==> config.mk <==
export PLATFORM = sky130hd
export DESIGN_NAME = apq_front
export DESIGN_NICKNAME = d
export VERILOG_FILES = /design/src/rtl/apq_pkg.sv /design/src/rtl/apq_front.sv
export SDC_FILE = /design/constraint.sdc
export NUM_CORES = 1
export LEC_CHECK = 0
export ABC_AREA = 1
export BUFFER_PORTS_ARGS = -buffer_cell sky130_fd_sc_hd__clkbuf_2
export CORE_UTILIZATION = 39
export DETAILED_ROUTE_END_ITERATION = 7
export PLACE_DENSITY_LB_ADDON = 0.1
export SLEW_MARGIN = 15
export SYNTH_ARGS = -nofsm -noshare
export SYNTH_HDL_FRONTEND = slang
export SYNTH_SLANG_ARGS = --single-unit
==> constraint.sdc <==
create_clock -name clk -period 2.6 [get_ports clk]
set_input_delay 0.78 -clock clk [delete_from_list [all_inputs] [get_ports clk]]
set_output_delay 0.78 -clock clk [all_outputs]
set_load 0.005 [all_outputs]
==> src/rtl/apq_pkg.sv <==
// ----------------------------------------------------------------------------
// apq_pkg
// Shared types and constants of the array priority queue: queue depth,
// command encoding between the front and back parts, and result codes.
// ----------------------------------------------------------------------------
`default_nettype none

package apq_pkg;

    localparam int DEPTH = 64;
    localparam int CNT_W = $clog2(DEPTH + 1);

    localparam int TAG_W = 16;
    localparam int PRI_W = 16;
    localparam int OCC_W = 7;

    localparam int S_TDATA_W = ((TAG_W + PRI_W + 7) / 8) * 8;
    localparam int S_TUSER_W = 1;
    localparam int M_TDATA_W = ((TAG_W + PRI_W + OCC_W + 7) / 8) * 8;
    localparam int M_TUSER_W = 2;

    // command queue between front and back, depth must be a power of two
    localparam int FIFO_DEPTH = 2;
    localparam int FIFO_AW    = $clog2(FIFO_DEPTH);

    typedef enum logic [0:0] {
        REQ_INSERT = 1'b0,
        REQ_REMOVE = 1'b1
    } req_t;

    typedef enum logic [1:0] {
        ST_OK    = 2'd0,
        ST_FULL  = 2'd1,
        ST_EMPTY = 2'd2
    } status_t;

    typedef enum logic [1:0] {
        OP_INSERT,
        OP_REMOVE,
        OP_FULL,
        OP_EMPTY
    } op_t;

    typedef struct packed {
        op_t                     op;
        logic [TAG_W-1:0]        tag;
        logic signed [PRI_W-1:0] pri;
        logic [CNT_W-1:0]        occ;
    } cmd_t;

endpackage

`default_nettype wire

==> src/rtl/apq_front.sv <==
// ----------------------------------------------------------------------------
// apq_front
// Accepts request beats, classifies them as insert, remove, full or empty
// against the projected fill count, and hands commands to the queue.
// ----------------------------------------------------------------------------
`default_nettype none

module apq_front (
    input  wire logic                          clk,
    input  wire logic                          rst_n,
    input  wire logic                          s_tvalid,
    output logic                               s_tready,
    input  wire logic [apq_pkg::S_TUSER_W-1:0] s_tuser,
    input  wire logic [apq_pkg::S_TDATA_W-1:0] s_tdata,
    output logic                               cmd_valid,
    input  wire logic                          cmd_ready,
    output apq_pkg::cmd_t                      cmd
);
    import apq_pkg::*;

    logic [CNT_W-1:0] count_reg;
    logic [CNT_W-1:0] count_next;
    logic             accept;
    req_t             req;

    assign s_tready  = cmd_ready;
    assign cmd_valid = s_tvalid;
    assign accept    = s_tvalid && cmd_ready;
    assign req       = req_t'(s_tuser[0]);

    always_comb
    begin
        cmd.tag    = s_tdata[TAG_W-1:0];
        cmd.pri    = s_tdata[TAG_W+PRI_W-1:TAG_W];
        count_next = count_reg;
        unique case (req)
            REQ_INSERT:
            begin
                if (count_reg == CNT_W'(DEPTH))
                begin
                    cmd.op = OP_FULL;
                end
                else
                begin
                    cmd.op     = OP_INSERT;
                    count_next = count_reg + 1'b1;
                end
            end
            REQ_REMOVE:
            begin
                if (count_reg == '0)
                begin
                    cmd.op = OP_EMPTY;
                end
                else
                begin
                    cmd.op     = OP_REMOVE;
                    count_next = count_reg - 1'b1;
                end
            end
            default:
            begin
                cmd.op = OP_EMPTY;
            end
        endcase
        cmd.occ = count_next;
    end

    always_ff @(posedge clk or negedge rst_n)
    begin
        if (!rst_n)
        begin
            count_reg <= '0;
        end
        else if (accept)
        begin
            count_reg <= count_next;
        end
    end

endmodule

`default_nettype wire

Word-level counts from Yosys, hierarchy flattened --
Index checks and enable logic that the tools add are counted.
Cells by class: $add $sub $neg 2, equality and inequality tests 1, muxes and demuxes 6, bitwise logic cells 1, reduce and logical (&&, ||, !) cells 2
Operators by type and width (count):
- 7-bit 2-to-1 mux | 2
- 7-bit one-hot mux with 2 select lines | 1
- 7-bit by 1-bit adder with 7-bit output, second input constant | 1
- 7-bit equality test, second input constant | 1
- 7-bit zero test | 1
- 7-bit by 1-bit subtractor with 7-bit output, second input constant | 1
- 2-bit 2-to-1 mux | 2
- 2-bit one-hot mux with 2 select lines | 1
- 1-bit logical AND | 1
- 1-bit inverter | 1
Storage, ports and cells: flip-flop bits (word level) 7, input port bits 37, output and inout port bits 43, word-level logic and storage cells 13

Longest topological paths before layout --
Gate-level depths: netlist of the first run.
depth in word-level cells 3, depth in mapped cells 9, mapped depth without buffers 9

Least setup slack after synthesis of the first run --
Ideal clock, no wire load.
path kind reg2out, start point reg count_reg[0], end point out cmd[0] in the netlist's numbering, arrival time 1300 ps, data required time 1820 ps, setup slack 520 ps, cell stages (with the launch flop) 9, path buffers 0, path through dfrtp_1 -> inv_1 -> ha_1 -> nand2_1 -> nor2_2 -> nand2_2 -> nand2_2 -> nand3_1 -> and2_1
RTL lines:
- start, declared | line apq_front.sv:21 | logic [CNT_W-1:0] count_reg;
- start signal, assigned | line apq_front.sv:77 | count_reg <= count_next;
- end, declared | line apq_front.sv:17 | output apq_pkg::cmd_t cmd

==> flow_summary_export.csv, run 1 <==
group,metric,value,unit
synth,synth_most_common_cell,"nand2_1",
sta,setup_ws,0.113,ns
clocking,numCtsBuffers,3,
global_route,grt_first_pass_wirelength,3080,um
critical_path,reg2reg_to,"count_reg[6]",
run,cap_violations,0,
critical_path,cp_slowest_stage_delay,0.43,ns
global_route,gr-usage-all-layers,0.156,
die,die_w,52.0,um
global_route,busiest_layer,"met2",
clocking,cts_hold_buf,0,
layout,layoutNonFillerInstCount,153,
pwr,peakVddDrop,0.391,mV
die,start_util,0.429,
sta,hold_slack,0.362,ns
sta,fin_skew,0.00664,ns
place,gp_congestion,0.739,
sta,hold_viol,0,
critical_path,cpMaxStageDelayCell,"dfrtp_1",
sta,tightestPinTransition,0.323,ns
place,placed_cell_area,808,sq um
routing,firstDrtPassIters,4,
global_route,overflow,0,
pwr,power_density,1050,mW/mm^2
synth,synth.top_cell.area_share,0.269,
routing,drt_iter0_drc,15,
routing,wl_per_cell,12.8,um
pwr,leakage,0.451,nW
critical_path,ff2ff_setup_slack,1.14,ns
die,rows,17,
place,dp_hpwl,1540,um
synth,async_reset_ff_frac,1.00,
die,dieArea,0.00271,sq mm
global_route,use_met3,0.0760,
clocking,cts_tree,"yes",
global_route,use_met2,0.248,
hold_path,hold_class,"in2async",
layout,final_cell_area,863,sq um
critical_path,reg2regPathDepth,9,
layout,register_area,176,sq um
sta,max_freq,0.402,GHz
synth,synthTopCellsByArea,"buf_4 27%, dfrtp_1 18%, nand2_1 15%, nand3_1 6.2%, nand2_2 4.5%",
synth,ys_types,23,
layout,fillers,260,
synth,yosysWarnings,0,
global_route,grt_pass1_vias,671,
layout,final_util,0.379,
synth,synth_edf_count,0,
synth,syn-num-nets,179,
critical_path,cp.arrival,1.71,ns
clocking,cts_max_level,1,
die,boundaryPins,80,
routing,ant_nets,0,
synth,synth.top_cells.by_count,"39 x nand2_1, 35 x buf_4, 12 x nand3_1",
place,place_inst,147,
critical_path,cp-startpoint,"count_reg[0]",
layout,largest_reg_flops,7,
synth,synth_area,976,sq um
layout,diodes,0,
global_route,use_met1,0.177,
die,fp.dieH,52.0,um
routing,dr_total_vias,750,
global_route,grt_start_max_net_pins,10,
critical_path,crit_family,"simple AND/OR/NAND/NOR gates",
synth,synth_cells,140,
critical_path,cp_num_buf_inv,2,
routing,viasPerCell,4.90,
critical_path,cp.depth,9,
sta,fin_crit_sh,0.957,
synth,synth_top_area_cell,"buf_4",
status,status,"completed",
layout,drive_gt1_frac,0.352,
critical_path,worstPathMaxFanout,5,
critical_path,critPathKind,"reg2out",
routing,route.detailed.drc,0,
clocking,clock-root-buffer,"clkbuf_4",
clocking,clock_tree.buffer_depth,2,
synth,synth_seq_area_share,0.179,
sta,slew_violations,0,
critical_path,cp-start-kind,"flop",
critical_path,crit_chain,"buf_4 -> ha_1 -> nand2_2 -> nor2_4 -> nand3_1 -> nand2_1 -> nand3_1 -> and2_1 -> clkbuf_2",
place,port_buffers,15,
synth,ys_ff_latch,7,
critical_path,crit_required,1.82,ns
critical_path,cpMostUsedCell,"nand3_1",
die,core_area,0.00228,sq mm
critical_path,cp-end-kind,"output port",
clocking,clk_pin_slew_worst_paths,0.06,ns
sta,slew_headroom,0.785,
clocking,clk_latency,0.25,ns
sta,fin_crit,2.49,ns
sta,setup_violations,0,
global_route,antenna_found_initial,0,
critical_path,r2r-start,"count_reg[0]",
routing,wirelength,1960,um
synth,avgSynthCellArea,6.97,sq um
place,pre_cts_ws,0.218,ns
synth,synth-main-ff-cell,"dfrtp_1",
critical_path,cp-endpoint,"cmd[6]",
layout,finalNetCount,165,
layout,multi_input_area,472,sq um
clocking,cts.sinks,7,
layout,synthToLayoutAreaGrowth,-11.5,%
## worst register-to-register path, stage by stage (launching register included)
cell,delay [ns]
dfrtp_1,0.43
buf_4,0.14
ha_1,0.19
nand2_2,0.08
nor2_4,0.15
nand3_1,0.08
nand2_1,0.07
nand3_1,0.07
nand3_1,0.08
nand2_1,0.06
## how the worst min path moves through the flow
stage / startpoint / to / slack [ns]
after floorplan: rst_n / count_reg[0] / 0.48
after global placement: count_reg[6] / count_reg[6] / 0.56
after detailed placement: count_reg[6] / count_reg[6] / 0.55
after CTS: rst_n / count_reg[3] / 0.35
after global routing: rst_n / count_reg[0] / 0.35
final: rst_n / count_reg[3] / 0.36
## per-stage QoR
step	setup TNS (ns)	power, W
floorplan	0	0.000681
global placement	0	0.000770
detailed placement	0	0.000768
CTS	0	0.000877
global route	-0.0256	0.00102
finish	0	0.000907
## repair_timing
| item | in CTS | in global routing |
|---|---|---|
| endpoints found under the setup margin | 0 | 1 |
| resized for setup | 0 | 4 |
| buffers inserted | 0 | 2 |
## layout make-up
type                            count  share of cell area
Multi-Input combinational cell     86               0.546
Clock buffer                        4              0.0304
Sequential cell                     7               0.204
Timing Repair Buffer               18               0.113
Inverter                           10              0.0652
Tap cell                           28              0.0406
## cells by family after synthesis
group / synth area share
simple gates: 0.364
compound gates: 0.0192
buf+inv: 0.350
xor+xnor: 0.0615
flops: 0.179
fa+ha+maj: 0.0256
## power breakdown
| group | switching [W] | leakage [nW] | internal [W] |
|---|---|---|---|
| combinational | 0.000311 | 0.348 | 0.000258 |
| clock | 0.0000423 | 0.0150 | 0.0000587 |
| sequential | 0.0000867 | 0.0883 | 0.000151 |
## metal layers
| layer | routed length [um] | part of all wire |
|---|---|---|
| met1 | 803 | 0.41 |
| met2 | 911 | 0.47 |
| met3 | 193 | 0.099 |
| met4 | 48 | 0.025 |
| met5 | 0 | 0 |
## layout by cell type (no fill, tap or decap), drive strengths merged
| cell | instances |
|---|---|
| bufinv | 1 |
| nand4 | 2 |
| dfrtp | 7 |
| buf | 3 |
| xor2 | 5 |
| nand3 | 14 |
| and2 | 2 |
| nand3b | 1 |
| clkbuf | 19 |
| inv | 9 |
| ha | 2 |
| nand2 | 46 |
| nor2 | 10 |
| o21ai | 3 |
| xnor2 | 1 |
(Power assumes the default switching activity.)
==> run 2: changes to the inputs <==
--- a/config.mk
+++ b/config.mk
@@ -7,6 +7,7 @@
 export LEC_CHECK = 0
 export ABC_AREA = 1
 export BUFFER_PORTS_ARGS = -buffer_cell sky130_fd_sc_hd__clkbuf_2
+export CORE_ASPECT_RATIO = 0.8
 export CORE_UTILIZATION = 39
 export DETAILED_ROUTE_END_ITERATION = 7
 export PLACE_DENSITY_LB_ADDON = 0.1
==> run 2 against run 1 <==
  * The run now ends with DRC left
  * Critical path type unchanged
  * Combinational power increased by 3.7%
  * Sequential power about the same
  * Final cell count decreased by 1.3%
  * Critical path depth unchanged
  * Clock power about the same
  * Wire length decreased by 1.5%
  * Non-clock buffer count increased by 1
  * Register-to-register slack improved by 0.03 ns
  * Highest routed layer unchanged
  * First-iteration DRC count increased by 67%
==> flow_summary_export.csv, run 2 (synthesized netlist as in run 1, its figures left out) <==
group,metric,value,unit
routing,drt_iter0_drc,25,
pwr,comb_power_share,0.636,
die,rows,15,
sta,slew_violations,0,
layout,diodes,0,
sta,fin_crit_sh,0.947,
sta,slew_headroom,0.784,
die,start_util,0.433,
sta,hold_viol,0,
layout,drive_gt1_frac,0.365,
critical_path,ff2ff_setup_slack,1.17,ns
layout,largest_reg_flops,7,
pwr,swShare,0.484,
routing,ant_nets,0,
place,port_buffers,15,
die,die_w,57.9,um
clocking,clock-root-buffer,"clkbuf_4",
die,dieArea,0.00271,sq mm
layout,finalNetCount,166,
hold_path,hold_class,"in2async",
clocking,cts_max_level,1,
pwr,p_sw,0.000448,W
layout,final_common_cell,"nand2_1",
layout,final_cell_mix,"39 x nand2_1, 15 x clkbuf_2, 12 x nand3_1",
global_route,grt_start_max_net_pins,10,
sta,fin_skew,0.00331,ns
critical_path,crit_required,1.82,ns
routing,dr_total_vias,737,
critical_path,cp-end-kind,"output port",
sta,rsz0062_at_grt,"false",
pwr,leakage,0.454,nW
layout,final_util,0.386,
die,boundaryPins,80,
die,fp.dieH,46.7,um
clocking,clock_tree.buffer_depth,2,
clocking,clk_pin_slew_worst_paths,0.05,ns
die,core_area,0.00225,sq mm
place,place_inst,144,
layout,layoutNonFillerInstCount,151,
run,cap_violations,0,
sta,fin_crit,2.46,ns
clocking,clk_latency,0.25,ns
critical_path,cp.arrival,1.68,ns
layout,synthToLayoutAreaGrowth,-10.9,%
pwr,clkPwrFrac,0.106,
sta,setup_violations,0,
pwr,power_density,1060,mW/mm^2
routing,route.detailed.drc,4,
global_route,antenna_found_initial,0,
clocking,cts_hold_buf,0,
global_route,grt_pass1_vias,661,
global_route,grt_first_pass_wirelength,3080,um
routing,wl_per_cell,12.8,um
global_route,overflow,0,
critical_path,critPathKind,"reg2out",
critical_path,worstPathMaxFanout,5,
critical_path,reg2regPathDepth,9,
place,gp_congestion,0.804,
routing,firstDrtPassIters,8,
global_route,gr-usage-all-layers,0.154,
pwr,peakVddDrop,0.455,mV
layout,final_cell_area,870,sq um
critical_path,cp-start-kind,"flop",
status,violations,"DRC",
place,dp_hpwl,1550,um
status,status,"finished, violations left",
pwr,seq_power_share,0.258,
clocking,cts.sinks,7,
sta,max_freq,0.406,GHz
clocking,numCtsBuffers,3,
sta,hold_slack,0.358,ns
place,placed_cell_area,805,sq um
sta,tightestPinTransition,0.324,ns
sta,finalSetupTns,0,ns
routing,wirelength,1930,um
pwr,power.internal,0.000477,W
routing,viasPerCell,4.88,
clocking,cts_tree,"yes",
-- run 2: final timing paths --
check                              from      endpoint
max in group asynchronous         rst_n  count_reg[1]
min in group clk           count_reg[1]  count_reg[1]
hold / removal                    rst_n  count_reg[6]
setup reg to reg           count_reg[1]  count_reg[4]
hold reg to reg            count_reg[1]  count_reg[1]
setup / recovery           count_reg[1]        cmd[0]
-- run 2: cell type report --
class,count,area [sq um]
repair buffers,19,105
inverters,10,56.3
multi-input cells,86,474
clock buffers,4,26.3
fillers,258,1380
well taps,25,31.3
flip-flops and latches,7,176
-- run 2: power groups by stage --
stage	sequential, W	combinational, W	clock, W
finish	0.000239	0.000589	0.0000982
global route	0.000249	0.000676	0.000110
detailed placement	0.000243	0.000540	0
global placement	0.000248	0.000539	0
floorplan	0.000191	0.000490	0
CTS	0.000243	0.000543	0.000103
-- run 2: worst max-delay path: stages (launching register included) --
cell	delay, ns
dfrtp_2	0.44
inv_1	0.10
ha_4	0.15
nand2_1	0.06
nor2_2	0.16
nand2_2	0.08
nand2_2	0.09
nand3_1	0.09
and2_1	0.14
clkbuf_2	0.10
-- run 2: per-layer routing --
layer / track usage / share of wire / up-vias
li1: - / - / 375
met1: 0.205 / 0.47 / 317
met2: 0.221 / 0.43 / 39
met3: 0.0744 / 0.088 / 6
met4: 0.0524 / 0.0073 / 0
met5: 0 / 0 / -
-- run 2: repair_timing --
item                                    4_1_cts  5_1_grt
resized for setup                             0        5
endpoints found under the setup margin        0        3
setup buffers                                 0        3
-- run 2: metrics by stage --
stage	total power (W)	setup WS [ns]
after detailed placement	0.000783	0.217
after global routing	0.00104	0.00100
after floorplan	0.000681	0.520
after CTS	0.000889	0.0347
final	0.000925	0.138
after global placement	0.000786	0.242
