`src/rtl/apq_pkg.sv`:
```
// ----------------------------------------------------------------------------
// apq_pkg
// Shared types and constants of the array priority queue: queue depth,
// command encoding between the front and back parts, and result codes.
// ----------------------------------------------------------------------------
`default_nettype none

package apq_pkg;

    localparam int DEPTH = 64;
    localparam int CNT_W = $clog2(DEPTH + 1);

    localparam int TAG_W = 16;
    localparam int PRI_W = 16;
    localparam int OCC_W = 7;

    localparam int S_TDATA_W = ((TAG_W + PRI_W + 7) / 8) * 8;
    localparam int S_TUSER_W = 1;
    localparam int M_TDATA_W = ((TAG_W + PRI_W + OCC_W + 7) / 8) * 8;
    localparam int M_TUSER_W = 2;

    // command queue between front and back, depth must be a power of two
    localparam int FIFO_DEPTH = 2;
    localparam int FIFO_AW    = $clog2(FIFO_DEPTH);

    typedef enum logic [0:0] {
        REQ_INSERT = 1'b0,
        REQ_REMOVE = 1'b1
    } req_t;

    typedef enum logic [1:0] {
        ST_OK    = 2'd0,
        ST_FULL  = 2'd1,
        ST_EMPTY = 2'd2
    } status_t;

    typedef enum logic [1:0] {
        OP_INSERT,
        OP_REMOVE,
        OP_FULL,
        OP_EMPTY
    } op_t;

    typedef struct packed {
        op_t                     op;
        logic [TAG_W-1:0]        tag;
        logic signed [PRI_W-1:0] pri;
        logic [CNT_W-1:0]        occ;
    } cmd_t;

endpackage

`default_nettype wire

```
`src/rtl/apq_cmd_fifo.sv`:
```
// ----------------------------------------------------------------------------
// apq_cmd_fifo
// Short command queue that decouples request intake from execution.
// ----------------------------------------------------------------------------
`default_nettype none

module apq_cmd_fifo (
    input  wire logic          clk,
    input  wire logic          rst_n,
    input  wire logic          in_valid,
    output logic               in_ready,
    input  wire apq_pkg::cmd_t in_cmd,
    output logic               out_valid,
    input  wire logic          out_ready,
    output apq_pkg::cmd_t      out_cmd
);
    import apq_pkg::*;

    cmd_t               mem_reg [FIFO_DEPTH];
    logic [FIFO_AW-1:0] wr_ptr_reg;
    logic [FIFO_AW-1:0] rd_ptr_reg;
    logic [FIFO_AW:0]   level_reg;
    logic               push;
    logic               pop;

    assign in_ready  = (level_reg != (FIFO_AW + 1)'(FIFO_DEPTH));
    assign out_valid = (level_reg != '0);
    assign push      = in_valid && in_ready;
    assign pop       = out_valid && out_ready;
    assign out_cmd   = mem_reg[rd_ptr_reg];

    always_ff @(posedge clk)
    begin
        if (push)
        begin
            mem_reg[wr_ptr_reg] <= in_cmd;
        end
    end

    always_ff @(posedge clk or negedge rst_n)
    begin
        if (!rst_n)
        begin
            wr_ptr_reg <= '0;
            rd_ptr_reg <= '0;
            level_reg  <= '0;
        end
        else
        begin
            if (push)
            begin
                wr_ptr_reg <= wr_ptr_reg + 1'b1;
            end
            if (pop)
            begin
                rd_ptr_reg <= rd_ptr_reg + 1'b1;
            end
            if (push && !pop)
            begin
                level_reg <= level_reg + 1'b1;
            end
            else if (pop && !push)
            begin
                level_reg <= level_reg - 1'b1;
            end
        end
    end

endmodule

`default_nettype wire

```
`config.mk`:
```
export PLATFORM = sky130hd
export DESIGN_NAME = apq_cmd_fifo
export DESIGN_NICKNAME = d
export VERILOG_FILES = /design/src/rtl/apq_pkg.sv /design/src/rtl/apq_cmd_fifo.sv
export SDC_FILE = /design/constraint.sdc
export NUM_CORES = 1
export LEC_CHECK = 0
export BUFFER_PORTS_ARGS = -buffer_cell sky130_fd_sc_hd__buf_2
export CAP_MARGIN = 20
export CORE_ASPECT_RATIO = 1.75
export CORE_MARGIN = 3
export CORE_UTILIZATION = 45
export DETAILED_ROUTE_END_ITERATION = 8
export PLACE_DENSITY = 0.69
export SYNTH_ARGS = -nofsm -noshare
export SYNTH_HDL_FRONTEND = slang
export SYNTH_SLANG_ARGS = --single-unit
```
`constraint.sdc`:
```
create_clock -name clk -period 2.9 [get_ports clk]
set_input_delay 0.29 -clock clk [delete_from_list [all_inputs] [get_ports clk]]
set_output_delay 0.29 -clock clk [all_outputs]
set_load 0.05 [all_outputs]
```
After elaboration in Yosys (flattened, before gate mapping)
Memories as Yosys holds them, arrays and structs flattened.
Cells that the tools add are included.
{"block": "totals", "word_cells": 21, "memories": 1, "ramBits": 82, "in_bits": 45, "rom_bits": 0, "output_inout_bits": 43, "regBits": 4, "latch_bits": 0}
{"block": "classes", "order_cmp": 0, "shift": 0, "addsub": 4, "muxes": 4, "n_eq_ne": 1, "bitwise": 0, "reduce_logical": 8, "multipliers": 0, "n_div": 0}
{"name": "mem_reg", "depth": 2, "width": 41, "rd": 1, "rd_ports_with_merged_regs": 0, "wr": 1, "line": "apq_cmd_fifo.sv:19", "source": "cmd_t mem_reg [FIFO_DEPTH];"}
{"operator": "1-bit logical AND", "n": 4}
{"operator": "2-bit 2-to-1 mux", "n": 2}
{"operator": "2-bit nonzero test", "n": 2}
{"operator": "1-bit adder (second input constant)", "n": 2}
{"operator": "2-bit by 1-bit adder with 2-bit output (second input constant)", "n": 1}
{"operator": "1-bit logical NOT", "n": 2}
{"operator": "1-bit 2-to-1 mux", "n": 2}
{"operator": "2-bit != test (second input constant)", "n": 1}
{"operator": "2-bit by 1-bit subtractor with 2-bit output (second input constant)", "n": 1}

Depth between registers and ports, before layout
Gate-level depths: netlist of run 1.
{"block": "depth", "word_depth": 6, "ltp_mapped": 7, "depth_no_buf": 7}

Worst setup path after synthesis of run 1
Ideal clock, no wire load.
{"block": "synth_timing", "path_type": "register -> register", "start": "register level_reg[0]", "end": "memory mem_reg[0][0] in the netlist's numbering (enable)", "setup_time_ns": 0.440, "period_less_slack_ns": 3.236, "t_required_ns": 2.460, "path_slack_ns": -0.336, "path_buffers": 0, "stages_incl_launch_ff": 4, "t_arrival_ns": 2.797, "cell_sequence": "dfrtp_1 -> nand2b_1 -> nand2_1 -> nor2_1"}
{"block": "synth_via", "elab_chain_len": 4}
{"element": "start: declaration", "line": "apq_cmd_fifo.sv:22", "source": "logic [FIFO_AW:0] level_reg;"}
{"element": "start signal: assignment", "line": "apq_cmd_fifo.sv:60", "source": "level_reg <= level_reg + 1'b1;"}
{"element": "start signal: assignment", "line": "apq_cmd_fifo.sv:64", "source": "level_reg <= level_reg - 1'b1;"}
{"element": "2-bit != test", "line": "apq_cmd_fifo.sv:26", "source": "assign in_ready = (level_reg != (FIFO_AW + 1)'(FIFO_DEPTH));"}
{"element": "via in_ready", "line": "apq_cmd_fifo.sv:11", "source": "output logic in_ready,"}
{"element": "1-bit logical AND", "line": "apq_cmd_fifo.sv:28", "source": "assign push = in_valid && in_ready;"}
{"element": "1-bit 2-to-1 mux", "line": "apq_cmd_fifo.sv:34", "source": "if (push)"}
{"element": "1-bit 2-to-1 mux (implied by the code)", "line": "apq_cmd_fifo.sv:36", "source": "mem_reg[wr_ptr_reg] <= in_cmd;"}
{"element": "end: declaration", "line": "apq_cmd_fifo.sv:19"}
The timed path passes the listed nets, and every way through them passes these cells.

==> summary.txt, run 1 <==
Status
  • Outcome: finished clean

Clock network
  • Worst-Skew Late Latency: around 0.33 ns
  • Cts hold-fix bufs: 1
  • Clock root cell: clkbuf_16
  • Clock buffer count from CTS: 9
  • CTS tree: yes
  • # clock sinks: 86
  • Clock slew at reported path FFs: roughly 0.060 ns
  • Max Root-Sink Buffers: 2
  • Setup Buffers After CTS: 0
  • H-tree lvl count: 3
  • Post-CTS Resized: 0

Drt
  • Vias per cell: 4.745
  • Detailed Route WL: roughly 5400 um
  • Wirelength per Cell: about 16 um
  • TritonRoute pass-1 iters: 4
  • Vias after detailed routing: approximately 1600
  • # DRC: 0
  • Initial DRC count: 54
  • Routed Antenna Nets: 0

Pwr
  • Sw Ratio: 40.05%
  • Comb pwr share: 43.2%
  • Power per cell area: around 1200 nW/um^2
  • Clock share of power: 19.6%
  • NetSw: about 2.0 mW
  • Internal: ~3 mW
  • VDD IR-drop max: about 0.91 mV
  • Seq pwr share: between 30% and 40%
  • LEAKAGE: around 1.7 nW

Yosys
  • Register area share after synthesis: 76.36%
  • Adder-Cell Fraction of Synth Area: less than 1%
  • Yosys Warn Count: 0
  • Largest family of logic cells by synthesized area: multiplexers
  • Post-Synth XOR/XNOR Area: 1.305%
  • Synthesized flop and latch total: 86
  • Mux share of post-synthesis cell area: between 15 and 20%
  • Area fraction in compound gates after synthesis: 0%
  • Post-synthesis simple-gate area fraction: around 1.0%
  • Syn Inst Count: between 100 and 150
  • Synth Area per Inst: 22.98 um^2
  • Net Count, Synth: roughly 190
  • Yosys cell types: 15
  • Post-synthesis cell area: between 3000 and 4000 um^2

Critical path
  • Startpoint class of the critical path: flip-flop
  • WP data required: ~2.6 ns
  • FF-to-FF End: mem_reg[0][35]$_DFFE_PP_
  • R2R depth: 4
  • CP endpoint kind: output port
  • Setup crit end: out_cmd[23]
  • Critical path class: flip-flop to output port
  • Reg-to-reg slack, setup: about 1.1 ns
  • CP Max Fanout: 22
  • Reg-to-reg startpoint: level_reg[0]$_DFFE_PN0P_
  • Crit path launch: rd_ptr_reg$_DFFE_PN0P_
  • Critical path arrival: 1.99 ns

Global routing
  • Number of global-route vias before repair: about 1700
  • Largest net degree at the start of global routing: 23
  • Gr usage total: between 10% and 20%
  • First-pass GRT wire length: between 8000 and 9000 um
  • Gr ovfl total: 0
  • Initial antenna violation count: 0

Placement
  • IO buf count: between 80 and 90
  • Placed instance area: 3875 um^2
  • Placer Congestion: approximately 0.75
  • Dpl hpwl: between 3000 and 4000 um
  • Pre-CTS setup slack: 0.9512 ns

Floorplan
  • Die ar.: around 8600 um^2
  • Die Span Y: about 120 um
  • I/O Pins: 88
  • CORE AREA: between 7000 and 8000 um^2
  • Row count: just over 40
  • Die outline width: about 71 um
  • Initial Util: a little under half

Timing
  • Final setup fails: 0
  • Max_slew headroom: between 50 and 60%
  • Setup_tns: 0 ns
  • Final period utilization: between 70 and 80%
  • Final min period: around 2.3 ns
  • RSZ-0062 raised after global routing: false
  • Layout Skew: 0.006015 ns
  • Final setup margin: about 0.62 ns
  • FMAX: around 440 MHz
  • Final hold vios: 0
  • Slew @ Worst Pin: roughly 0.67 ns
  • Final slew viol count: 0
  • Hold_ws: roughly 0.15 ns

Finish
  • Antenna cell count: 0
  • Final instance area: approximately 4100 um^2
  • Layout Utilization: 57.27%
  • Synth-to-Final Area Change: 23.45%
  • Share of post-route cells with drive strength above 1: between 50% and 60%
  • Nets: around 290
  • Number of flip-flops in the largest register: between 80 and 90

Worst hold path
  • Hold Path Class: primary input to flip-flop

Flow run
  • Max Cap Violations: 0
[cells by family after synthesis]
family / Yosys count
muxes: 41
buffers and inverters: 6
DFF: 86
xor gates and xnor gates: 5
and+or+nand+nor: 7
adders and majority gates: 1
[routing by layer]
| layer | up-vias | share of wire, % | track usage [%] |
|---|---|---|---|
| met5 | - | 0 | 0 |
| met1 | 764 | 37 | 14.78 |
| met2 | 60 | 53 | 22.52 |
| met3 | 10 | 7.8 | 4.243 |
| li1 | 765 | - | - |
| met4 | 0 | 2.7 | 8.824 |
[how the worst min path moves through the flow]
stage | startpoint | to | slack (ns) | depth (start not counted)
2_1_floorplan | rst_n | level_reg[0]$_DFFE_PN0P_ | -0.006 | 0
3_3_place_gp | rst_n | level_reg[1]$_DFFE_PN0P_ | 0.10 | 1
3_5_place_dp | rst_n | level_reg[1]$_DFFE_PN0P_ | 0.10 | 1
4_1_cts | in_cmd[13] | mem_reg[0][13]$_DFFE_PP_ | 0.14 | 1
5_1_grt | in_cmd[34] | mem_reg[1][34]$_DFFE_PP_ | 0.14 | 1
6_report | in_cmd[13] | mem_reg[1][13]$_DFFE_PP_ | 0.15 | 1
[cell type report]
type / instances / area, um^2
sequential: 86 / 2564
clock buffer: 10 / 229.0
fill: 576 / 3090
timing repair buffer: 94 / 503.0
inverter: 1 / 3.754
clock inverter: 6 / 28.78
tap: 86 / 107.6
multi-input combinational: 54 / 706.9
[Yosys cell counts]
library cell	instances	share of area [%]
and3_1	1	0.19
buf_12	4	2.4
buf_6	1	0.34
dfrtp_1	4	3.0
edfxtp_1	82	73
ha_1	1	0.37
inv_1	1	0.11
mux2_2	2	0.67
mux2_4	39	17
nand2_1	2	0.22
nand2b_1	1	0.19
nor2_1	2	0.22
or2_1	1	0.19
xnor2_1	3	0.78
xor2_1	2	0.52
[critical path, cell delays in order, from the launching register on]
cell	delay, ns
dfrtp_2	0.80
buf_4	0.32
mux2_4	0.32
buf_2	0.21
[cell usage in the layout (no fill, tap or decap)]
cell / count
buf_4: 5
buf_2: 87
inv_1: 1
nand2_1: 2
xor2_1: 2
ha_1: 1
clkinv_2: 2
clkbuf_1: 1
dfrtp_1: 3
nor2_4: 1
mux2_4: 39
xnor2_1: 3
and3_2: 1
dlygate4sd3_1: 1
clkinvlp_4: 1
buf_12: 1
mux2_2: 2
or2_1: 1
edfxtp_1: 82
dfrtp_2: 1
clkinv_1: 3
nand2b_1: 1
clkbuf_16: 9
nor2_1: 1
[through the flow]
step | instances | power, mW
final | 337 | 5.005
after floorplan | 146 | 3.739
after global placement | 320 | 4.051
after CTS | 337 | 5.065
after detailed placement | 320 | 4.079
after global routing | 337 | 5.206
[power by group through the flow]
stage	combinational, mW	clock [mW]	sequential, mW
after CTS	2.19	1.00	1.87
after global routing	2.26	1.05	1.90
after detailed placement	2.18	0	1.90
after global placement	2.17	0	1.88
after floorplan	1.94	0	1.80
final	2.16	0.980	1.87
(Power assumes the default switching activity.)
==> run 2: changes to the inputs <==
--- a/config.mk
+++ b/config.mk
@@ -5,13 +5,14 @@
 export SDC_FILE = /design/constraint.sdc
 export NUM_CORES = 1
 export LEC_CHECK = 0
+export ABC_AREA = 1
 export BUFFER_PORTS_ARGS = -buffer_cell sky130_fd_sc_hd__buf_2
 export CAP_MARGIN = 20
 export CORE_ASPECT_RATIO = 1.75
 export CORE_MARGIN = 3
 export CORE_UTILIZATION = 45
 export DETAILED_ROUTE_END_ITERATION = 8
-export PLACE_DENSITY = 0.69
+export PLACE_DENSITY = 0.7
 export SYNTH_ARGS = -nofsm -noshare
 export SYNTH_HDL_FRONTEND = slang
 export SYNTH_SLANG_ARGS = --single-unit
==> constraint.sdc (replaced) <==
create_clock -name clk -period 1.9 [get_ports clk]
set_input_delay 0.19 -clock clk [delete_from_list [all_inputs] [get_ports clk]]
set_output_delay 0.19 -clock clk [all_outputs]
set_load 0.05 [all_outputs]
==> run 2 against run 1 <==
Against the previous run:
- global-route usage up 1.7 points
- flip-flop and latch count unchanged
- synthesized area down 0.56%
- worst hold slack worse by 0.10 ns
- die area down 0.52%
- worst setup slack worse by 0.49 ns
- first-iteration DRC count up 74%
- sequential share of layout area down 0.39 points
- via count up 25%
- clock skew down 0.0022 ns
- critical path type unchanged
==> summary.txt, run 2 <==
Critical path
  • CP endpoint kind: output port
  • R2R depth: 9 (+5)
  • Reg-to-reg slack, setup: 0.47 ns (-0.64 ns)
  • Startpoint class of the critical path: flip-flop
  • Reg-to-reg startpoint: level_reg[0]$_DFFE_PN0P_
  • WP data required: 1.71 ns (-0.90 ns)
  • CP Max Fanout: 18 (-18%)
  • Setup crit end: out_cmd[9]
  • Critical path class: flip-flop to output port
  • Crit path launch: rd_ptr_reg$_DFFE_PN0P_
  • Critical path arrival: 1.58 ns (-0.41 ns)
  • FF-to-FF End: level_reg[1]$_DFFE_PN0P_

Drt
  • Vias after detailed routing: 1998 (+25%)
  • Detailed Route WL: 5902 um (+9.2%)
  • # DRC: 0 (unchanged)
  • Vias per cell: 4.679 (-1.4%)
  • Routed Antenna Nets: 0 (unchanged)
  • Wirelength per Cell: 13.82 um (-14%)
  • Initial DRC count: 94 (+74%)
  • TritonRoute pass-1 iters: 4 (unchanged)

Flow run
  • Max Cap Violations: 0 (unchanged)

Finish
  • Antenna cell count: 0 (unchanged)
  • Synth-to-Final Area Change: 24.93%
  • Commonest non-fill, non-tap cell in the layout: nand2_1
  • Number of flip-flops in the largest register: 82 (unchanged)
  • Nets: 385 (+32%)
  • Share of post-route cells with drive strength above 1: 38.78% (-21 points)
  • Final instance area: 4169 um^2 (+0.63%)
  • Most frequent cells in the layout: 113 x nand2_1, 87 x buf_2, 82 x edfxtp_1, 18 x nand2_2, 9 x clkbuf_16

Timing
  • Slew @ Worst Pin: 0.2733 ns (-0.3936 ns)
  • RSZ-0062 raised after global routing: false
  • Final setup fails: 0 (unchanged)
  • Final period utilization: between 90 and 100%
  • Max_slew headroom: 81.78% (+26 points)
  • Final slew viol count: 0 (unchanged)
  • Layout Skew: 0.003784 ns (-0.002231 ns)
  • FMAX: 566.0 MHz
  • Final hold vios: 0 (unchanged)
  • Final setup margin: 0.1331 ns (-0.4884 ns)
  • Final min period: about 1.8 ns

Floorplan
  • Initial Util: 47.29% (+0.89 points)
  • Die outline width: 71.10 um (-0.26%)
  • Die ar.: 8525 um^2 (-0.52%)
  • CORE AREA: 7057 um^2 (-2.4%)
  • Row count: 40 (-2.4%)
  • I/O Pins: 88 (unchanged)
  • Die Span Y: 119.9 um (-0.27%)

Global routing
  • Gr usage total: 15.33% (+1.7 points)
  • M2 GR Usage: 26.45% (+3.9 points)
  • First-pass GRT wire length: 9625 um (+14%)
  • Global route hottest layer: met2
  • Number of global-route vias before repair: 2051 (+21%)
  • Routing usage on met3: 5.951% (+1.7 points)
  • Largest net degree at the start of global routing: 43 (+87%)
  • Initial antenna violation count: 0 (unchanged)
  • Gr ovfl total: 0 (unchanged)
  • M1 GR Usage: 15.23% (+0.45 points)

Yosys
  • Area share of the largest cell type after synthesis: 73.79% (+0.41 points)
  • Post-synth EDFFs: 82 (unchanged)
  • Area leader, netlist: edfxtp_1
  • Synthesized flop and latch total: 86 (unchanged)
  • Most common cell in the synthesized netlist: nand2_1
  • Yosys cell types: 17 (+2)
  • Syn Inst Count: 243 (+66%)
  • Yosys Warn Count: 0 (unchanged)
  • Post-synthesis cell area: 3337 um^2 (-0.56%)
  • Top_reg_cell synth: edfxtp_1
  • Synth Area per Inst: 13.73 um^2 (-40%)
  • Synth area leaders: edfxtp_1 74%, nand2_1 13%, nand2_2 3.4%, dfrtp_1 3.0%, clkbuf_8 1.6%
  • Asr flop ratio synth: 4.651% (unchanged)
  • Register area share after synthesis: 76.79% (+0.43 points)
  • Net Count, Synth: 289 (+51%)
  • Post-synth top cells: 113 x nand2_1, 82 x edfxtp_1, 18 x nand2_2

Worst hold path
  • Hold Path Class: primary input to flip-flop
  • Hold path depth: 1 (unchanged)
  • HP Start: in_cmd[8]

Placement
  • Pre-CTS setup slack: 0.4737 ns (-0.4776 ns)
  • Dpl hpwl: 4118 um (+6.8%)
  • IO buf count: 87 (unchanged)
  • Placer Congestion: 0.7095 (-5.0%)
  • Placed instance area: 3856 um^2 (-0.48%)

Clock network
  • Max Root-Sink Buffers: 2 (unchanged)
  • H-tree lvl count: 3 (unchanged)
  • CTS tree: yes
  • Post-CTS Resized: 0 (unchanged)
  • Clock root cell: clkbuf_16
  • Clock slew at reported path FFs: 0.06 ns (about the same)
  • # clock sinks: 86 (unchanged)
  • Setup Buffers After CTS: 0 (unchanged)
  • Worst-Skew Late Latency: 0.33 ns (about the same)
  • Clock buffer count from CTS: 9 (unchanged)

Status
  • Outcome: finished clean
==> run 2: cell types whose count changed in the layout (fill, tap and decap cells not counted), sizes merged, moves of 2 or more <==
cell / change
mux2: -41
inv: +6
nand3: +2
bufinv: +2
nand2: +131
xnor2: -2
==> run 2: final cells by class <==
type                       count  area (um^2)
multi-input combinational    141        635.6
sequential                    86         2564
tap                           84        105.1
clock buffer                   9        225.2
inverter                       7        33.78
timing repair buffer          94        528.0
clock inverter                 6        77.57
fill                         568         2888
==> run 2: worst min path at each step <==
stage / to / slack [ns]
global placement: wr_ptr_reg$_DFFE_PN0P_ / 0.005
detailed placement: wr_ptr_reg$_DFFE_PN0P_ / 0.007
floorplan: level_reg[0]$_DFFE_PN0P_ / -0.11
finish: mem_reg[1][8]$_DFFE_PP_ / 0.05
CTS: mem_reg[0][8]$_DFFE_PP_ / 0.03
global route: mem_reg[0][8]$_DFFE_PP_ / 0.03
==> run 2: worst max-delay path, cell delays in order (launching register included) <==
cell and delay (ns):
dfrtp_2 0.52, buf_4 0.29, nand2_1 0.09, nand2_1 0.09, buf_2 0.26
==> run 2: what timing repair did <==
| item | in CTS | in global routing |
|---|---|---|
| setup endpoints to repair | 0 | 0 |
| hold buffers | 1 | 0 |
| endpoints found under the hold margin | 4 | 0 |
==> run 2: through the flow <==
| stage | hold slack [ns] | cells | TNS, ns | utilization (%) |
|---|---|---|---|---|
| 2_1_floorplan | -0.1056 | 243 | -23.04 | - |
| 3_3_place_gp | 0.005413 | 411 | 0 | 54.65 |
| 3_5_place_dp | 0.006704 | 411 | 0 | 54.65 |
| 4_1_cts | 0.03396 | 427 | 0 | 59.08 |
| 5_1_grt | 0.02985 | 427 | 0 | 59.08 |
| 6_report | 0.04745 | 427 | 0 | 59.08 |
==> run 2: kinds of logic (layout without fill, tap and decap cells) <==
kind of cell,after synthesis,in the layout,synth area share [%]
simple gates,138,138,17.47
flops,86,86,76.79
buf+inv,16,116,4.612
xor+xnor,2,2,0.7501
fa+ha+maj,1,1,0.3749
==> run 2: per-layer routing <==
layer / vias to the layer above / part of all wire [%]
met1: 921 / 35
li1: 998 / -
met3: 19 / 6.7
met5: - / 0
met2: 60 / 54
met4: 0 / 4.1
Power of run 2 is not shown: default switching activity piles up to over one toggle a cycle in this logic, so the estimate is an artifact.
==> run 3: changes to the inputs <==
==> constraint.sdc (replaced) <==
create_clock -name clk -period 1.5 [get_ports clk]
set_input_delay 0.15 -clock clk [delete_from_list [all_inputs] [get_ports clk]]
set_output_delay 0.15 -clock clk [all_outputs]
set_load 0.05 [all_outputs]
==> run 3 against run 2 <==
Against the previous run:
- the flow now finishes with violations (negative setup slack)
- final cell count up 5.9%
- register-to-register slack got worse by 0.32 ns
- core utilization is 12 points higher
- sequential share of layout area down 10 points
- flip-flop and latch count unchanged
- global-route usage up 0.36 points
- die area unchanged
- critical path depth is 1 higher
- via count rose by 12%
- worst hold slack got worse by 0.036 ns
- worst setup slack worse by 0.21 ns
- largest cell class unchanged
==> summary.txt, run 3 (synthesized netlist as in run 2, its figures left out) <==
Status
  • Outcome: finished with violations
  • Failing checks: negative setup slack

Timing
  • Setup_tns: -2.035 ns (-2.035 ns)
  • Layout Skew: 0.006269 ns (+0.002485 ns)
  • Final hold vios: 0 (unchanged)
  • Final min period: 1.581 ns
  • Slew @ Worst Pin: 0.2712 ns (-0.002083 ns)
  • RSZ-0062 raised after global routing: true
  • Final slew viol count: 0 (unchanged)
  • FMAX: 632.5 MHz
  • Final period utilization: 105.4%
  • Final setup fails: 41 (+41)
  • Hold_ws: 0.01125 ns (-0.03620 ns)
  • Final setup margin: -0.08103 ns (-0.2141 ns)
  • Max_slew headroom: 82.05% (+0.26 points)

Floorplan
  • Die Span Y: 119.9 um (unchanged)
  • Die outline width: 71.10 um (unchanged)
  • CORE AREA: 7057 um^2 (unchanged)
  • Row count: 40 (unchanged)
  • I/O Pins: 88 (unchanged)
  • Initial Util: 47.29% (unchanged)
  • Die ar.: 8525 um^2 (unchanged)

Critical path
  • Reg-to-reg slack, setup: 0.15 ns (-0.32 ns)
  • CP Max Fanout: 8 (-10)
  • Slowest CP cell: dfrtp_4
  • Critical path class: flip-flop to output port
  • Critical path arrival: 1.43 ns (-0.15 ns)
  • Most used cell, CP: nand2_1
  • CP endpoint kind: output port
  • Crit path buf inv count: 3 (+1)
  • R2R depth: 9 (unchanged)
  • Critical Path Max Stage Delay: 0.50 ns (-0.02 ns)
  • Critical Path, Cell by Cell: buf_12, clkbuf_16, nand2_1, nand2_1, buf_6
  • Reg-to-reg startpoint: level_reg[0]$_DFFE_PN0P_
  • FF-to-FF End: level_reg[1]$_DFFE_PN0P_
  • WP data required: 1.35 ns (-0.36 ns)
  • Delay-heaviest family, CP: flip-flops
  • Startpoint class of the critical path: flip-flop

Pwr
  • VDD IR-drop max: 1.499 mV
  • Comb pwr share: between 50% and 60%
  • Sw Ratio: 43.55%
  • NetSw: between 5 and 6 mW
  • Seq pwr share: roughly 28%
  • Power per cell area: 2470 nW/um^2
  • Clock share of power: ~16%
  • Internal: ~7 mW
  • LEAKAGE: ~2.1 nW

Worst hold path
  • Hold path depth: 1 (unchanged)
  • Min-Delay Endpoint: mem_reg[1][17]$_DFFE_PP_
  • Hold Path Class: primary input to flip-flop
  • HP Start: in_cmd[17]

Clock network
  • Max Root-Sink Buffers: 2 (unchanged)
  • Clock buffer count from CTS: 9 (unchanged)
  • H-tree lvl count: 3 (unchanged)
  • Worst-Skew Late Latency: 0.33 ns (about the same)
  • Clock root cell: clkbuf_16
  • Clock slew at reported path FFs: 0.05 ns (about the same)
  • # clock sinks: 86 (unchanged)
  • CTS tree: yes

Finish
  • Most frequent cells in the layout: 82 x edfxtp_1, 68 x nand2_2, 56 x nand2_1, 46 x buf_2, 30 x buf_6
  • Nets: 411 (+6.8%)
  • Share of post-route cells with drive strength above 1: 54.35% (+16 points)
  • Multi-input gate area: 843.3 um^2 (+33%)
  • Layout Utilization: 71.21% (+12 points)
  • Final instance area: 5025 um^2 (+21%)
  • Antenna cell count: 0 (unchanged)
  • Number of fill cells: 464 (-18%)
  • Synth-to-Final Area Change: 50.58%
  • Sequential Area: 2567 um^2 (+0.15%)
  • Number of flip-flops in the largest register: 82 (unchanged)
  • Post-route insts no fill: 452 (+5.9%)
  • Commonest non-fill, non-tap cell in the layout: edfxtp_1

Drt
  • Vias per cell: 4.929 (+5.3%)
  • # DRC: 0 (unchanged)
  • Wirelength per Cell: 16.74 um (+21%)
  • TritonRoute pass-1 iters: 4 (unchanged)
  • Detailed Route WL: 7565 um (+28%)
  • Initial DRC count: 105 (+12%)
  • Routed Antenna Nets: 0 (unchanged)
  • Vias after detailed routing: 2228 (+12%)

Placement
  • Placed Cells: 412 (+0.24%)
  • IO buf count: 87 (unchanged)
  • Placed instance area: 3895 um^2 (+1.0%)
  • Dpl hpwl: 4121 um (about the same)
  • Placer Congestion: 0.6784 (-4.4%)

Global routing
  • Largest net degree at the start of global routing: 43 (unchanged)
  • Number of global-route vias before repair: 2202 (+7.4%)
  • Gr ovfl total: 0 (unchanged)
  • Gr usage total: 15.69% (+0.36 points)
  • Initial antenna violation count: 0 (unchanged)
  • First-pass GRT wire length: 9942 um (+3.3%)

Flow run
  • Max Cap Violations: 0 (unchanged)
run 3: how the worst max path moves through the flow:
stage	start	endpoint	slack [ns]	cells past startpoint
6_report	rd_ptr_reg$_DFFE_PN0P_	out_cmd[7]	-0.08	5
5_1_grt	rd_ptr_reg$_DFFE_PN0P_	out_cmd[15]	-0.13	5
4_1_cts	rd_ptr_reg$_DFFE_PN0P_	out_cmd[6]	-0.04	4
3_5_place_dp	level_reg[0]$_DFFE_PN0P_	level_reg[1]$_DFFE_PN0P_	0.07	9
3_3_place_gp	level_reg[0]$_DFFE_PN0P_	level_reg[1]$_DFFE_PN0P_	0.11	9
2_1_floorplan	level_reg[0]$_DFFE_PN0P_	mem_reg[0][0]$_DFFE_PP_	-0.21	4
run 3: worst reg2reg max path, cell delays in order, from the launching register on:
cell and delay (ns):
dfrtp_1 0.39, inv_2 0.13, nand2_8 0.07, nand2_8 0.09
inv_1 0.07, ha_4 0.24, inv_1 0.07, nand3_1 0.07
nand2_1 0.06, nand2_1 0.04
run 3: layout make-up:
cell class / count / area share (%)
repair buffers: 115 / 22.41
repair inverters: 5 / 1.469
clock inverters: 3 / 0.7470
well taps: 84 / 2.092
flip-flops and latches: 86 / 51.10
inverters: 7 / 0.7719
clock buffers: 11 / 4.631
multi-input cells: 141 / 16.78
run 3: through the flow:
stage | setup WS [ns] | power (mW)
final | -0.08103 | 12.41
after global routing | -0.1266 | 12.95
after CTS | -0.04345 | 11.06
after detailed placement | 0.06815 | 8.290
after global placement | 0.1113 | 8.205
after floorplan | -0.2122 | 7.305
run 3: metal layers:
metal  up-vias  global-route usage, %  share of wire (%)  wire length, um
met4         0                  8.941                4.1              308
li1       1057                      -                  -                -
met1      1063                  14.75                 33             2485
met3        28                  5.448                5.5              418
met2        80                  28.49                 58             4354
met5         -                      0                  0                0
run 3: timing repair:
item / in CTS / in global routing
endpoints found under the hold margin: 32 / 1
resized for setup: 72 / 105
setup endpoints to repair: 41 / 42
buffers inserted: 0 / 3
pin swaps: 0 / 23
cloned: 0 / 7
hold buffers: 15 / 1
run 3: power by group through the flow:
stage / combinational [mW] / clock [mW] / sequential (mW)
floorplan: 3.82 / 0 / 3.49
global placement: 4.69 / 0 / 3.51
detailed placement: 4.75 / 0 / 3.54
CTS: 5.49 / 2.06 / 3.51
global route: 7.21 / 2.16 / 3.58
finish: 6.85 / 2.03 / 3.53
